## src/rtl/sps_pkg.sv

```systemverilog
// Shared types and constants for the segment program sequencer.
package sps_pkg;

    // Default segment table depth
    localparam int MAX_SEGMENTS_DEF = 16;

    // Field widths fixed by the interface
    localparam int CMD_W     = 2;
    localparam int IDX_W     = 4;
    localparam int HH_W      = 7;
    localparam int MM_W      = 6;
    localparam int SS_W      = 6;
    localparam int TEMP_W    = 14;
    localparam int TOTAL_W   = 5;
    localparam int DUR_W     = 19;
    localparam int TARGET_W  = 23;
    localparam int HOURS_W   = 16;
    localparam int ELAPSED_W = 28;
    localparam int SEGOUT_W  = 5;

    localparam logic [TARGET_W-1:0] TARGET_MAX  = {TARGET_W{1'b1}};
    localparam logic [HOURS_W-1:0]  HOURS_MAX   = {HOURS_W{1'b1}};
    localparam logic [MM_W-1:0]     MINUTE_LAST = MM_W'(59);
    localparam logic [SS_W-1:0]     SECOND_LAST = SS_W'(59);

    typedef enum logic [CMD_W-1:0] {
        CMD_TICK  = 2'd0,
        CMD_START = 2'd1,
        CMD_STOP  = 2'd2,
        CMD_WRITE = 2'd3
    } t_cmd;

    typedef enum logic [1:0] {
        RUN_IDLE   = 2'd0,
        RUN_ACTIVE = 2'd1,
        RUN_DONE   = 2'd2
    } t_run;

    typedef enum logic {
        ALU_ADD = 1'b0,
        ALU_SUB = 1'b1
    } t_alu_op;

    // Segment table write request
    typedef struct packed {
        logic              en;
        logic [DUR_W-1:0]  dur;
        logic [TEMP_W-1:0] temp;
    } t_tbl_wr;

endpackage

```

## src/rtl/sps_alu.sv

```systemverilog
// Shared add/subtract unit used for target accumulation and elapsed-vs-target compare.
module sps_alu #(
    parameter int W = sps_pkg::ELAPSED_W
) (
    input  sps_pkg::t_alu_op i_op,
    input  logic [W-1:0]     i_a,
    input  logic [W-1:0]     i_b,
    output logic [W:0]       o_res
);

    // Add or subtract with the carry/borrow kept in the top bit
    always_comb begin
        if (i_op == sps_pkg::ALU_ADD) begin
            o_res = {1'b0, i_a} + {1'b0, i_b};
        end else begin
            o_res = {1'b0, i_a} - {1'b0, i_b};
        end
    end

endmodule

```

## src/rtl/sps_table.sv

```systemverilog
// Segment duration and setpoint table with per-entry valid bits and registered read.
module sps_table #(
    parameter int DEPTH = sps_pkg::MAX_SEGMENTS_DEF,
    parameter int AW    = (DEPTH > 1) ? $clog2(DEPTH) : 1
) (
    input  logic                          i_clk,
    input  logic                          i_rst_n,
    input  sps_pkg::t_tbl_wr              i_wr,
    input  logic [AW-1:0]                 i_wr_addr,
    input  logic                          i_rd_en,
    input  logic [AW-1:0]                 i_rd_addr,
    output logic [sps_pkg::DUR_W-1:0]     o_rd_dur,
    output logic [sps_pkg::TEMP_W-1:0]    o_rd_temp
);

    logic [DEPTH-1:0]               r_valid;
    logic [sps_pkg::DUR_W-1:0]      r_dur_mem  [DEPTH];
    logic [sps_pkg::TEMP_W-1:0]     r_temp_mem [DEPTH];
    logic [sps_pkg::DUR_W-1:0]      r_rd_dur;
    logic [sps_pkg::TEMP_W-1:0]     r_rd_temp;

    // Mark entries written since reset
    always_ff @(posedge i_clk) begin
        if (!i_rst_n) begin
            r_valid <= '0;
        end else if (i_wr.en) begin
            r_valid[i_wr_addr] <= 1'b1;
        end
    end

    // Write entry
    always_ff @(posedge i_clk) begin
        if (i_wr.en) begin
            r_dur_mem[i_wr_addr]  <= i_wr.dur;
            r_temp_mem[i_wr_addr] <= i_wr.temp;
        end
    end

    // Registered read; an unwritten entry reads as zero
    always_ff @(posedge i_clk) begin
        if (i_rd_en) begin
            if (r_valid[i_rd_addr]) begin
                r_rd_dur  <= r_dur_mem[i_rd_addr];
                r_rd_temp <= r_temp_mem[i_rd_addr];
            end else begin
                r_rd_dur  <= '0;
                r_rd_temp <= '0;
            end
        end
    end

    assign o_rd_dur  = r_rd_dur;
    assign o_rd_temp = r_rd_temp;

endmodule

```

## src/rtl/segment_program_sequencer.sv

```systemverilog
// Segment program sequencer: top level with command sequencer and result register.
// Each item goes from EXEC through CHECK to FIN, which loads the result register; start
// and each segment advance pass through ADD on the way to CHECK, and completing the
// program takes another pass through CHECK. Items are taken one at a time, in IDLE only,
// sharing the add/compare unit and table read port. A stalled result holds off the input.
// Reset: synchronous active low; clears state, table valid bits and output valid at once.
module segment_program_sequencer #(
    parameter int MAX_SEGMENTS = sps_pkg::MAX_SEGMENTS_DEF
) (
    input  logic        i_clk,
    input  logic        i_rst_n,
    // configuration write: total_segments
    input  logic        i_cfg_valid,
    output logic        o_cfg_ready,
    input  logic [4:0]  i_cfg_data,
    // input items
    input  logic        s_axis_tvalid,
    output logic        s_axis_tready,
    // [3:0] segment_index, [10:4] seg_hours, [16:11] seg_minutes,
    // [22:17] seg_seconds, [36:23] seg_temp, [39:37] zero
    input  logic [39:0] s_axis_tdata,
    // [1:0] command
    input  logic [1:0]  s_axis_tuser,
    // result items
    output logic        m_axis_tvalid,
    input  logic        m_axis_tready,
    // [1:0] run_state, [6:2] active_segment, [22:7] elapsed_hours,
    // [28:23] elapsed_minutes, [34:29] elapsed_secs, [48:35] setpoint,
    // [49] segment_changed, [55:50] zero
    output logic [55:0] m_axis_tdata
);

    localparam int AW = (MAX_SEGMENTS > 1) ? $clog2(MAX_SEGMENTS) : 1;
    localparam int SW = $clog2(MAX_SEGMENTS + 1);
    localparam int GW = $clog2(MAX_SEGMENTS + 2);
    localparam int EW = sps_pkg::ELAPSED_W;

    typedef enum logic [4:0] {
        S_IDLE  = 5'b00001,
        S_EXEC  = 5'b00010,
        S_CHECK = 5'b00100,
        S_ADD   = 5'b01000,
        S_FIN   = 5'b10000
    } t_state;

    t_state                          r_state, n_state;
    sps_pkg::t_run                   r_run, n_run;
    logic [SW-1:0]                   r_seg, n_seg;
    logic [GW-1:0]                   r_guard, n_guard;
    logic                            r_changed, n_changed;
    logic [sps_pkg::TARGET_W-1:0]    r_target, n_target;
    logic [EW-1:0]                   r_elapsed, n_elapsed;
    logic [sps_pkg::HOURS_W-1:0]     r_hours, n_hours;
    logic [sps_pkg::MM_W-1:0]        r_minutes, n_minutes;
    logic [sps_pkg::SS_W-1:0]        r_seconds, n_seconds;
    logic [sps_pkg::TOTAL_W-1:0]     r_total;

    sps_pkg::t_cmd                   r_cmd;
    logic [sps_pkg::IDX_W-1:0]       r_idx;
    logic [sps_pkg::HH_W-1:0]        r_hh;
    logic [sps_pkg::MM_W-1:0]        r_mm;
    logic [sps_pkg::SS_W-1:0]        r_ss;
    logic [sps_pkg::TEMP_W-1:0]      r_temp;

    logic                            r_out_valid;
    logic [55:0]                     r_out_data;

    logic                            in_xfer;
    logic                            out_xfer;
    logic                            load_out;

    sps_pkg::t_tbl_wr                tbl_wr;
    logic [AW-1:0]                   tbl_wr_addr;
    logic                            tbl_rd_en;
    logic [AW-1:0]                   tbl_rd_addr;
    logic [sps_pkg::DUR_W-1:0]       tbl_rd_dur;
    logic [sps_pkg::TEMP_W-1:0]      tbl_rd_temp;

    sps_pkg::t_alu_op                alu_op;
    logic [EW-1:0]                   alu_a;
    logic [EW-1:0]                   alu_b;
    logic [EW:0]                     alu_res;

    logic [19:0]                     dur_sum;
    logic [7:0]                      used_segs;
    logic                            clock_at_limit;

    assign in_xfer       = s_axis_tvalid && s_axis_tready;
    assign out_xfer      = r_out_valid && m_axis_tready;
    assign s_axis_tready = (r_state == S_IDLE);
    assign o_cfg_ready   = 1'b1;
    assign m_axis_tvalid = r_out_valid;
    assign m_axis_tdata  = r_out_data;

    // Shared add/compare unit
    sps_alu #(
        .W (EW)
    ) u_alu (
        .i_op  (alu_op),
        .i_a   (alu_a),
        .i_b   (alu_b),
        .o_res (alu_res)
    );

    // Segment table
    sps_table #(
        .DEPTH (MAX_SEGMENTS),
        .AW    (AW)
    ) u_table (
        .i_clk     (i_clk),
        .i_rst_n   (i_rst_n),
        .i_wr      (tbl_wr),
        .i_wr_addr (tbl_wr_addr),
        .i_rd_en   (tbl_rd_en),
        .i_rd_addr (tbl_rd_addr),
        .o_rd_dur  (tbl_rd_dur),
        .o_rd_temp (tbl_rd_temp)
    );

    // Clamp segment count to 1..MAX_SEGMENTS
    always_comb begin
        if (r_total == '0) begin
            used_segs = 8'd1;
        end else if ({3'b000, r_total} > 8'(MAX_SEGMENTS)) begin
            used_segs = 8'(MAX_SEGMENTS);
        end else begin
            used_segs = {3'b000, r_total};
        end
    end

    // Duration in seconds from the written hours, minutes and seconds
    assign dur_sum = 20'(r_hh) * 20'd3600 + 20'(r_mm) * 20'd60 + 20'(r_ss);

    assign clock_at_limit = (r_hours == sps_pkg::HOURS_MAX)
                         && (r_minutes >= sps_pkg::MINUTE_LAST)
                         && (r_seconds >= sps_pkg::SECOND_LAST);

    // Operand select for the shared unit
    always_comb begin
        if (r_state == S_ADD) begin
            alu_op = sps_pkg::ALU_ADD;
            alu_a  = EW'(r_target);
            alu_b  = EW'(tbl_rd_dur);
        end else begin
            alu_op = sps_pkg::ALU_SUB;
            alu_a  = r_elapsed;
            alu_b  = EW'(r_target);
        end
    end

    // Table write request
    always_comb begin
        tbl_wr.en   = (r_state == S_EXEC) && (r_cmd == sps_pkg::CMD_WRITE)
                   && (r_run != sps_pkg::RUN_ACTIVE)
                   && ({4'b0000, r_idx} < 8'(MAX_SEGMENTS));
        tbl_wr.dur  = dur_sum[sps_pkg::DUR_W-1:0];
        tbl_wr.temp = r_temp;
        tbl_wr_addr = AW'(r_idx);
    end

    // Sequencer
    always_comb begin
        n_state     = r_state;
        n_run       = r_run;
        n_seg       = r_seg;
        n_guard     = r_guard;
        n_changed   = r_changed;
        n_target    = r_target;
        n_elapsed   = r_elapsed;
        n_hours     = r_hours;
        n_minutes   = r_minutes;
        n_seconds   = r_seconds;
        tbl_rd_en   = 1'b0;
        tbl_rd_addr = '0;
        load_out    = 1'b0;
        unique case (r_state)
            S_IDLE: begin
                if (in_xfer) begin
                    n_guard   = '0;
                    n_changed = 1'b0;
                    n_state   = S_EXEC;
                end
            end
            S_EXEC: begin
                n_state = S_CHECK;
                case (r_cmd)
                    sps_pkg::CMD_TICK: begin
                        if (r_run == sps_pkg::RUN_ACTIVE && !clock_at_limit) begin
                            n_elapsed = r_elapsed + 1'b1;
                            if (r_seconds >= sps_pkg::SECOND_LAST) begin
                                n_seconds = '0;
                                if (r_minutes >= sps_pkg::MINUTE_LAST) begin
                                    n_minutes = '0;
                                    n_hours   = r_hours + 1'b1;
                                end else begin
                                    n_minutes = r_minutes + 1'b1;
                                end
                            end else begin
                                n_seconds = r_seconds + 1'b1;
                            end
                        end
                    end
                    sps_pkg::CMD_START: begin
                        n_elapsed   = '0;
                        n_hours     = '0;
                        n_minutes   = '0;
                        n_seconds   = '0;
                        n_seg       = SW'(1);
                        n_run       = sps_pkg::RUN_ACTIVE;
                        n_target    = '0;
                        tbl_rd_en   = 1'b1;
                        tbl_rd_addr = '0;
                        n_state     = S_ADD;
                    end
                    sps_pkg::CMD_STOP: begin
                        n_run = sps_pkg::RUN_IDLE;
                    end
                    default: begin
                        // table write is driven from the request logic
                    end
                endcase
            end
            S_CHECK: begin
                // Advance while elapsed time has reached the cumulative target
                if (r_run == sps_pkg::RUN_ACTIVE && !alu_res[EW]
                        && (r_guard <= GW'(MAX_SEGMENTS))) begin
                    n_guard   = r_guard + 1'b1;
                    n_changed = 1'b1;
                    if ({{(8 - SW){1'b0}}, r_seg} < used_segs) begin
                        n_seg       = r_seg + 1'b1;
                        tbl_rd_en   = 1'b1;
                        tbl_rd_addr = AW'(r_seg);
                        n_state     = S_ADD;
                    end else begin
                        n_run = sps_pkg::RUN_DONE;
                    end
                end else begin
                    tbl_rd_en   = 1'b1;
                    tbl_rd_addr = AW'(r_seg - 1'b1);
                    n_state     = S_FIN;
                end
            end
            S_ADD: begin
                // Accumulate the new segment's duration, saturating
                if (alu_res > (EW + 1)'(sps_pkg::TARGET_MAX)) begin
                    n_target = sps_pkg::TARGET_MAX;
                end else begin
                    n_target = alu_res[sps_pkg::TARGET_W-1:0];
                end
                n_state = S_CHECK;
            end
            S_FIN: begin
                if (!r_out_valid || m_axis_tready) begin
                    load_out = 1'b1;
                    n_state  = S_IDLE;
                end
            end
            default: begin
                n_state = S_IDLE;
            end
        endcase
    end

    // Control registers
    always_ff @(posedge i_clk) begin
        if (!i_rst_n) begin
            r_state   <= S_IDLE;
            r_run     <= sps_pkg::RUN_IDLE;
            r_seg     <= SW'(1);
            r_guard   <= '0;
            r_changed <= 1'b0;
            r_target  <= '0;
            r_elapsed <= '0;
            r_hours   <= '0;
            r_minutes <= '0;
            r_seconds <= '0;
        end else begin
            r_state   <= n_state;
            r_run     <= n_run;
            r_seg     <= n_seg;
            r_guard   <= n_guard;
            r_changed <= n_changed;
            r_target  <= n_target;
            r_elapsed <= n_elapsed;
            r_hours   <= n_hours;
            r_minutes <= n_minutes;
            r_seconds <= n_seconds;
        end
    end

    // Segment count register
    always_ff @(posedge i_clk) begin
        if (!i_rst_n) begin
            r_total <= sps_pkg::TOTAL_W'(1);
        end else if (i_cfg_valid && o_cfg_ready) begin
            r_total <= i_cfg_data;
        end
    end

    // Capture the accepted item
    always_ff @(posedge i_clk) begin
        if (in_xfer) begin
            r_cmd  <= sps_pkg::t_cmd'(s_axis_tuser);
            r_idx  <= s_axis_tdata[3:0];
            r_hh   <= s_axis_tdata[10:4];
            r_mm   <= s_axis_tdata[16:11];
            r_ss   <= s_axis_tdata[22:17];
            r_temp <= s_axis_tdata[36:23];
        end
    end

    // Result register
    always_ff @(posedge i_clk) begin
        if (!i_rst_n) begin
            r_out_valid <= 1'b0;
        end else if (load_out) begin
            r_out_valid <= 1'b1;
        end else if (out_xfer) begin
            r_out_valid <= 1'b0;
        end
    end

    always_ff @(posedge i_clk) begin
        if (load_out) begin
            r_out_data <= {6'b000000, r_changed, tbl_rd_temp, r_seconds, r_minutes,
                           r_hours, sps_pkg::SEGOUT_W'(r_seg), r_run};
        end
    end

endmodule

```

## config.mk

```make
export PLATFORM = sky130hd
export DESIGN_NAME = segment_program_sequencer
export DESIGN_NICKNAME = d
export VERILOG_FILES = /design/src/rtl/sps_pkg.sv /design/src/rtl/sps_alu.sv /design/src/rtl/sps_table.sv /design/src/rtl/segment_program_sequencer.sv
export SDC_FILE = /design/constraint.sdc
export NUM_CORES = 1
export LEC_CHECK = 0
export BUFFER_PORTS_ARGS = -buffer_cell sky130_fd_sc_hd__buf_2
export CORE_MARGIN = 2
export CORE_UTILIZATION = 40
export DETAILED_ROUTE_END_ITERATION = 10
export PLACE_DENSITY = 0.65
export SYNTH_ARGS = -nofsm -noshare
export SYNTH_HDL_FRONTEND = slang
export SYNTH_SLANG_ARGS = --single-unit
```

## constraint.sdc

```tcl
create_clock -name i_clk -period 18.7 [get_ports i_clk]
set_input_delay 5.61 -clock i_clk [delete_from_list [all_inputs] [get_ports i_clk]]
set_output_delay 5.61 -clock i_clk [all_outputs]
set_load 0.05 [all_outputs]
```

Word-level counts from Yosys, hierarchy flattened --
Memory sizes are Yosys's and may differ from the RTL's. A register that Yosys moved wholly into a read port is not among the register bits. Index checks and enable logic that the tools add are counted.
Cells by class: $add $sub $neg 11, multipliers 2, div/mod/pow operators 0, order comparisons 9, eq/ne operators 22, shift-type cells 0, multiplexer cells 58, bitwise operators 1, reductions and logical operators 31
Operator list (count):
- $mux W23 | 3
- $mux W28 | 2
- $pmux W28 S2 | 1
- $mux W5 | 10
- $mux W16 | 3
- $pmux W23 S2 | 1
- $pmux W16 S2 | 1
- $mux W6 | 5
- $add A28 B23 Y29 | 1
- $gt A29 B23 Y1 const B | 1
- $mux W29 | 1
- $sub A28 B23 Y29 | 1
- $add A28 B1 Y28 const B | 1
- $pmux W5 S5 | 1
- $pmux W6 S2 | 2
- $pmux W5 S2 | 2
- $add A19 B12 Y19 | 1
- $add A19 B6 Y19 | 1
- $add A16 B1 Y16 const B | 1
- $eq A16 B16 Y1 const B | 1
- $mux W4 | 4
- $or A16 B16 Y16 | 1
- $mul A7 B8 Y15 const B | 1
- $ne A2 B2 Y1 const B | 7
- 37 further kinds | 81
Storage, ports and cells: flip-flop bits (word level) 208, latch bits 0, bits in writable memories 528, bits in read-only memories 0, bits of input ports 52, logic and storage cells 156, memories kept 2
Memories:
- u_table.r_dur_mem | depth 16, bits a word 19, rd ports 1, clocked after Yosys merged registers in 1, wr ports 1, line sps_table.sv:17 | logic [sps_pkg::DUR_W-1:0] r_dur_mem [DEPTH];
- u_table.r_temp_mem | depth 16, bits a word 14, rd ports 1, clocked after Yosys merged registers in 1, wr ports 1, line sps_table.sv:18 | logic [sps_pkg::TEMP_W-1:0] r_temp_mem [DEPTH];

Longest topological paths before layout --
depth after elaboration 12, mapped depth 31, gate-level depth less buffers 24

By module --
Synthesis repeated with hierarchy kept, for this count alone.
Unflattened totals: cell total of the unflattened synthesis 2160, area, all modules 33646.0 um^2
By module, submodules not included:
- sps_table | instances 1, cells each 908, area an instance 21585.7 um^2, seq. area each 17166.5 um^2
- segment_program_sequencer | instances 1, cells each 933, area an instance 9917.0 um^2, seq. area each 4734.5 um^2
- sps_alu | instances 1, cells each 319, area an instance 2143.3 um^2, seq. area each 0.0 um^2

Least setup slack after synthesis --
OpenSTA, ideal clock, no wires.
path type input to register, from in m_axis_tready, to reg r_out_data[0] (netlist: m_axis_tdata[0]) (enable), library setup time 474 ps, arrival time 8125 ps, data required time 18226 ps, setup slack 10101 ps, stages on the path 2, cell sequence inv_1 a21oi_1
Between the ends: longest elaborated chain between the ends 3
Ends and longest elaborated chain:
- start: declaration | line segment_program_sequencer.sv:26 | input logic m_axis_tready,
- $logic_or A1 B1 Y1 | line segment_program_sequencer.sv:253 | if (!r_out_valid || m_axis_tready) begin
- $mux W1 | line segment_program_sequencer.sv:253
- $mux W1 | line segment_program_sequencer.sv:176 | unique case (r_state)
- named net load_out | line segment_program_sequencer.sv:70 | logic load_out;
- end signal: assignment | line segment_program_sequencer.sv:325 | r_out_data <= {6'b000000, r_changed, tbl_rd_temp, r_seconds, r_minutes,
- end: declaration | line segment_program_sequencer.sv:66 | logic [55:0] r_out_data;
The timed path passes the listed nets, and every way through them passes these cells. A chain may end at the register's enable or synchronous reset.

Worst setup path after layout --
from reg r_state[0], to reg u_table.r_rd_temp (netlist bit u_table.o_rd_temp[4]), read port of u_table.r_temp_mem (data pin)
Between the ends: longest elaborated chain between the ends 12, elaborated cells on any way between the ends 18
Ends and longest elaborated chain:
- start: declaration | line segment_program_sequencer.sv:46 | t_state r_state, n_state;
- start signal: assignment | line segment_program_sequencer.sv:278 | r_state <= n_state;
- $eq A5 B4 Y1 | line segment_program_sequencer.sv:140 | if (r_state == S_ADD) begin
- $mux W28 / $mux W23 (equally long branches) | line segment_program_sequencer.sv:140
- $sub A28 B23 Y29 / $add A28 B23 Y29 (equally long branches) | line sps_alu.sv:16, sps_alu.sv:14
- $mux W29 | line sps_alu.sv:13 | if (i_op == sps_pkg::ALU_ADD) begin
- $logic_not A1 Y1 | line segment_program_sequencer.sv:225 | if (r_run == sps_pkg::RUN_ACTIVE && !alu_res[EW]
- $logic_and A1 B1 Y1 | line segment_program_sequencer.sv:225
- $logic_and A1 B1 Y1 | line segment_program_sequencer.sv:226 | && (r_guard <= GW'(MAX_SEGMENTS))) begin
- $mux W4 | line segment_program_sequencer.sv:225
- $mux W4
- $bmux W1 S4 | line sps_table.sv:42 | if (r_valid[i_rd_addr]) begin
- $mux W1 (not written as such) | line sps_table.sv:42
- $logic_not A1 Y1 (no line)
- end: declaration | line sps_table.sv:20 | logic [sps_pkg::TEMP_W-1:0] r_rd_temp;
Parallel ways exist; a longest one is shown, timed or not. The select of a mux whose other input is x is not followed.

==> out/metrics.cfg <==
[outcome]
outcome = finished clean

[route]
drcViolationCount = 0
drt_iter0_markers = 2059
routedWlPerCell_um = 22.12
wl_mm = 88.01
vias_per_cell = 5.773
first_pass_iters = 6
antenna_left = 0
via_count = 22970

[yosys]
synth_area_per_cell_um2 = 12.79
ys_seq_area_share_pct = 63.16
syn_inst = 2712
yosysWarnings = 0
ys_ff_latch = 769
async_reset_ff_share_pct = 0
synth.distinct_cells = 81
ys_dominant_reg_cell = edfxtp_1
synth_edf_count = 650
synth_area_mm2 = 0.03467

[clock_tree]
clk_latency_ps = 630
numCtsBuffers = 80
cts.clk_slew.worst_paths_ps = 60
clock_path_buffers = 3
cts.sinks = 769
post_cts_buffers = 0
cts_root_buf = clkbuf_16
cts_hold_buf = 0
h-tree-depth = 3
cts_resized = 0
cts_tree = built

[placement]
dp.final_hpwl_mm = 49.80
gp_congestion = 0.8653
postPlaceCellArea_mm2 = 0.03650
io_buffers = 100

[sta]
slew_headroom_pct = 16.34
fmax_mhz = 111.5
slew_viol_final = 0
hold_viol = 0
holdWs_ps = 420.4
period_needed_ps = 8972
finalCritPeriodShare_pct = 47.98
tns_ps = 0
grt_setup_unrepaired = false
setup_viol_count_final = 0
tightest_slew_ps = 1251
worst_clock_skew_ps = 35.94

[critical_path]
end_kind = register
cp_slowest_stage_delay_ps = 770
cp.depth = 26
path_common_cell = buf_4
r2r-start = r_state[0]
worst-setup-path-type = reg2reg
endpoint = u_table.o_rd_temp[4]
crit_buf_inv = 3
r2r_slack_ps = 9730
critPathMaxFanout = 76
worstSetupStartpoint = r_state[0]
worst_path_max_delay_cell = buf_4
worstPathRequired_ps = 19000
cp_top_family = compound AO/OA/AOI/OAI gates
startpoint_type = register
reg2reg_depth = 26
arrival_ps = 9280
rr_endpoint = u_table.o_rd_temp[4]

[hold_path]
min_path_type = reg2reg
hold_depth = 0

[layout]
n_antenna_cell = 0
final_nets = 2947
design_area_mm2 = 0.03905
final_cell_mix = 650 x edfxtp_1, 199 x nand2_1, 141 x nor2_1
final_layout_size_suffix_gt1_share_pct = 11.18
area_growth_syn_to_layout_pct = 12.61
layout_commonest_cell = edfxtp_1

[floorplan]
die_h_um = 298.4
start_util_pct = 40.53
die_w_um = 298.4
coreArea_mm2 = 0.08555
dieArea_mm2 = 0.08905
rows = 107
ioPinCount = 111

[power]
power.leakage_nw = 13.80
ir_drop_v = 0.0001192
p_per_area_mw_per_mm2 = 128.2

[grt]
antenna_found_initial = 0
grt_pass1_vias = 22900
grt_pass1_wl_mm = 134.2
grt_max_degree = 137
overflow = 0
grt_usage_pct = 19.36

[flow_run]
drv_cap = 0

[where the power goes]
part,switching (W),internal (W),leakage (nW)
Sequential,0.0000308,0.00242,6.90
Clock,0.000649,0.000897,1.23
Combinational,0.000736,0.000269,5.67
[sequential cells by signal (all words and copies together), names as in the netlist, 7 cells and up]
signal              flops
r_elapsed              28
u_table.r_temp_mem    224
u_table.o_rd_dur       19
r_hh                    7
u_table.r_dur_mem     304
m_axis_tdata           50
u_table.r_valid        16
r_target               23
u_table.o_rd_temp      14
r_hours                16
r_temp                 14
[through the flow]
stage,setup slack (ps),util [%],total power (W),instances
2_1_floorplan,10100,-,0.003089,2717
3_3_place_gp,9960,42.67,0.003437,3834
3_5_place_dp,9775,42.67,0.003487,3834
4_1_cts,9721,45.63,0.005028,3979
5_1_grt,8982,45.64,0.005217,3979
6_report,9728,45.64,0.005005,3979
[logic make-up (layout without fill, tap and decap cells)]
family                     count (synthesis)  in the layout  share of synthesized area, %
muxes                                    102            102                         3.056
AOI/OAI and AO/OA                        704            704                         14.42
and+or+nand+nor                          640            640                         8.570
buffers and inverters                    259            377                         3.082
other                                      2              7                       0.02166
adders and majority gates                123            123                         4.828
xor gates and xnor gates                 113            113                         2.854
DFF                                      769            769                         63.16
[cell usage after synthesis (all sizes together), types with 53 or more instances]
cell,number,area (µm²)
a211oi,62,465.5
clkbuf,126,478.0
ha,105,1314
a211o,74,648.1
xnor2,63,551.8
edfxtp,650,19520
nand3,104,520.5
nor3,53,270.3
dfxtp,119,2382
inv,84,315.3
o21ai,116,584.3
o211ai,76,575.6
mux2i,98,980.9
nand2,202,760.7
a21oi,143,760.7
nor2,156,585.6
[layer usage]
| metal | global-route usage (%) | part of all wire, % | vias up |
|---|---|---|---|
| met5 | 0 | 0 | - |
| met4 | 7.191 | 3.0 | 0 |
| met3 | 2.814 | 6.9 | 177 |
| met2 | 34.10 | 50 | 867 |
| met1 | 24.09 | 40 | 11420 |
| li1 | - | - | 10500 |
[area by class of cell]
class,instances,area [µm²]
clock inverter,40,377.9
tap,1144,1431
multi-input combinational,1689,11990
fill,7542,46500
inverter,84,315.3
sequential,769,21900
timing repair buffer,148,873.3
clock buffer,105,2157
[worst min-delay path by stage]
stage                          from  slack (ps)                to
4_1_cts        u_table.o_rd_temp[0]         420  m_axis_tdata[35]
5_1_grt        u_table.o_rd_temp[2]         430  m_axis_tdata[37]
2_1_floorplan  u_table.o_rd_temp[0]         400  m_axis_tdata[35]
3_3_place_gp   u_table.o_rd_temp[7]         410  m_axis_tdata[42]
6_report       u_table.o_rd_temp[0]         420  m_axis_tdata[35]
3_5_place_dp   u_table.o_rd_temp[0]         400  m_axis_tdata[35]
Note: power is estimated with default switching activity, not from simulation.
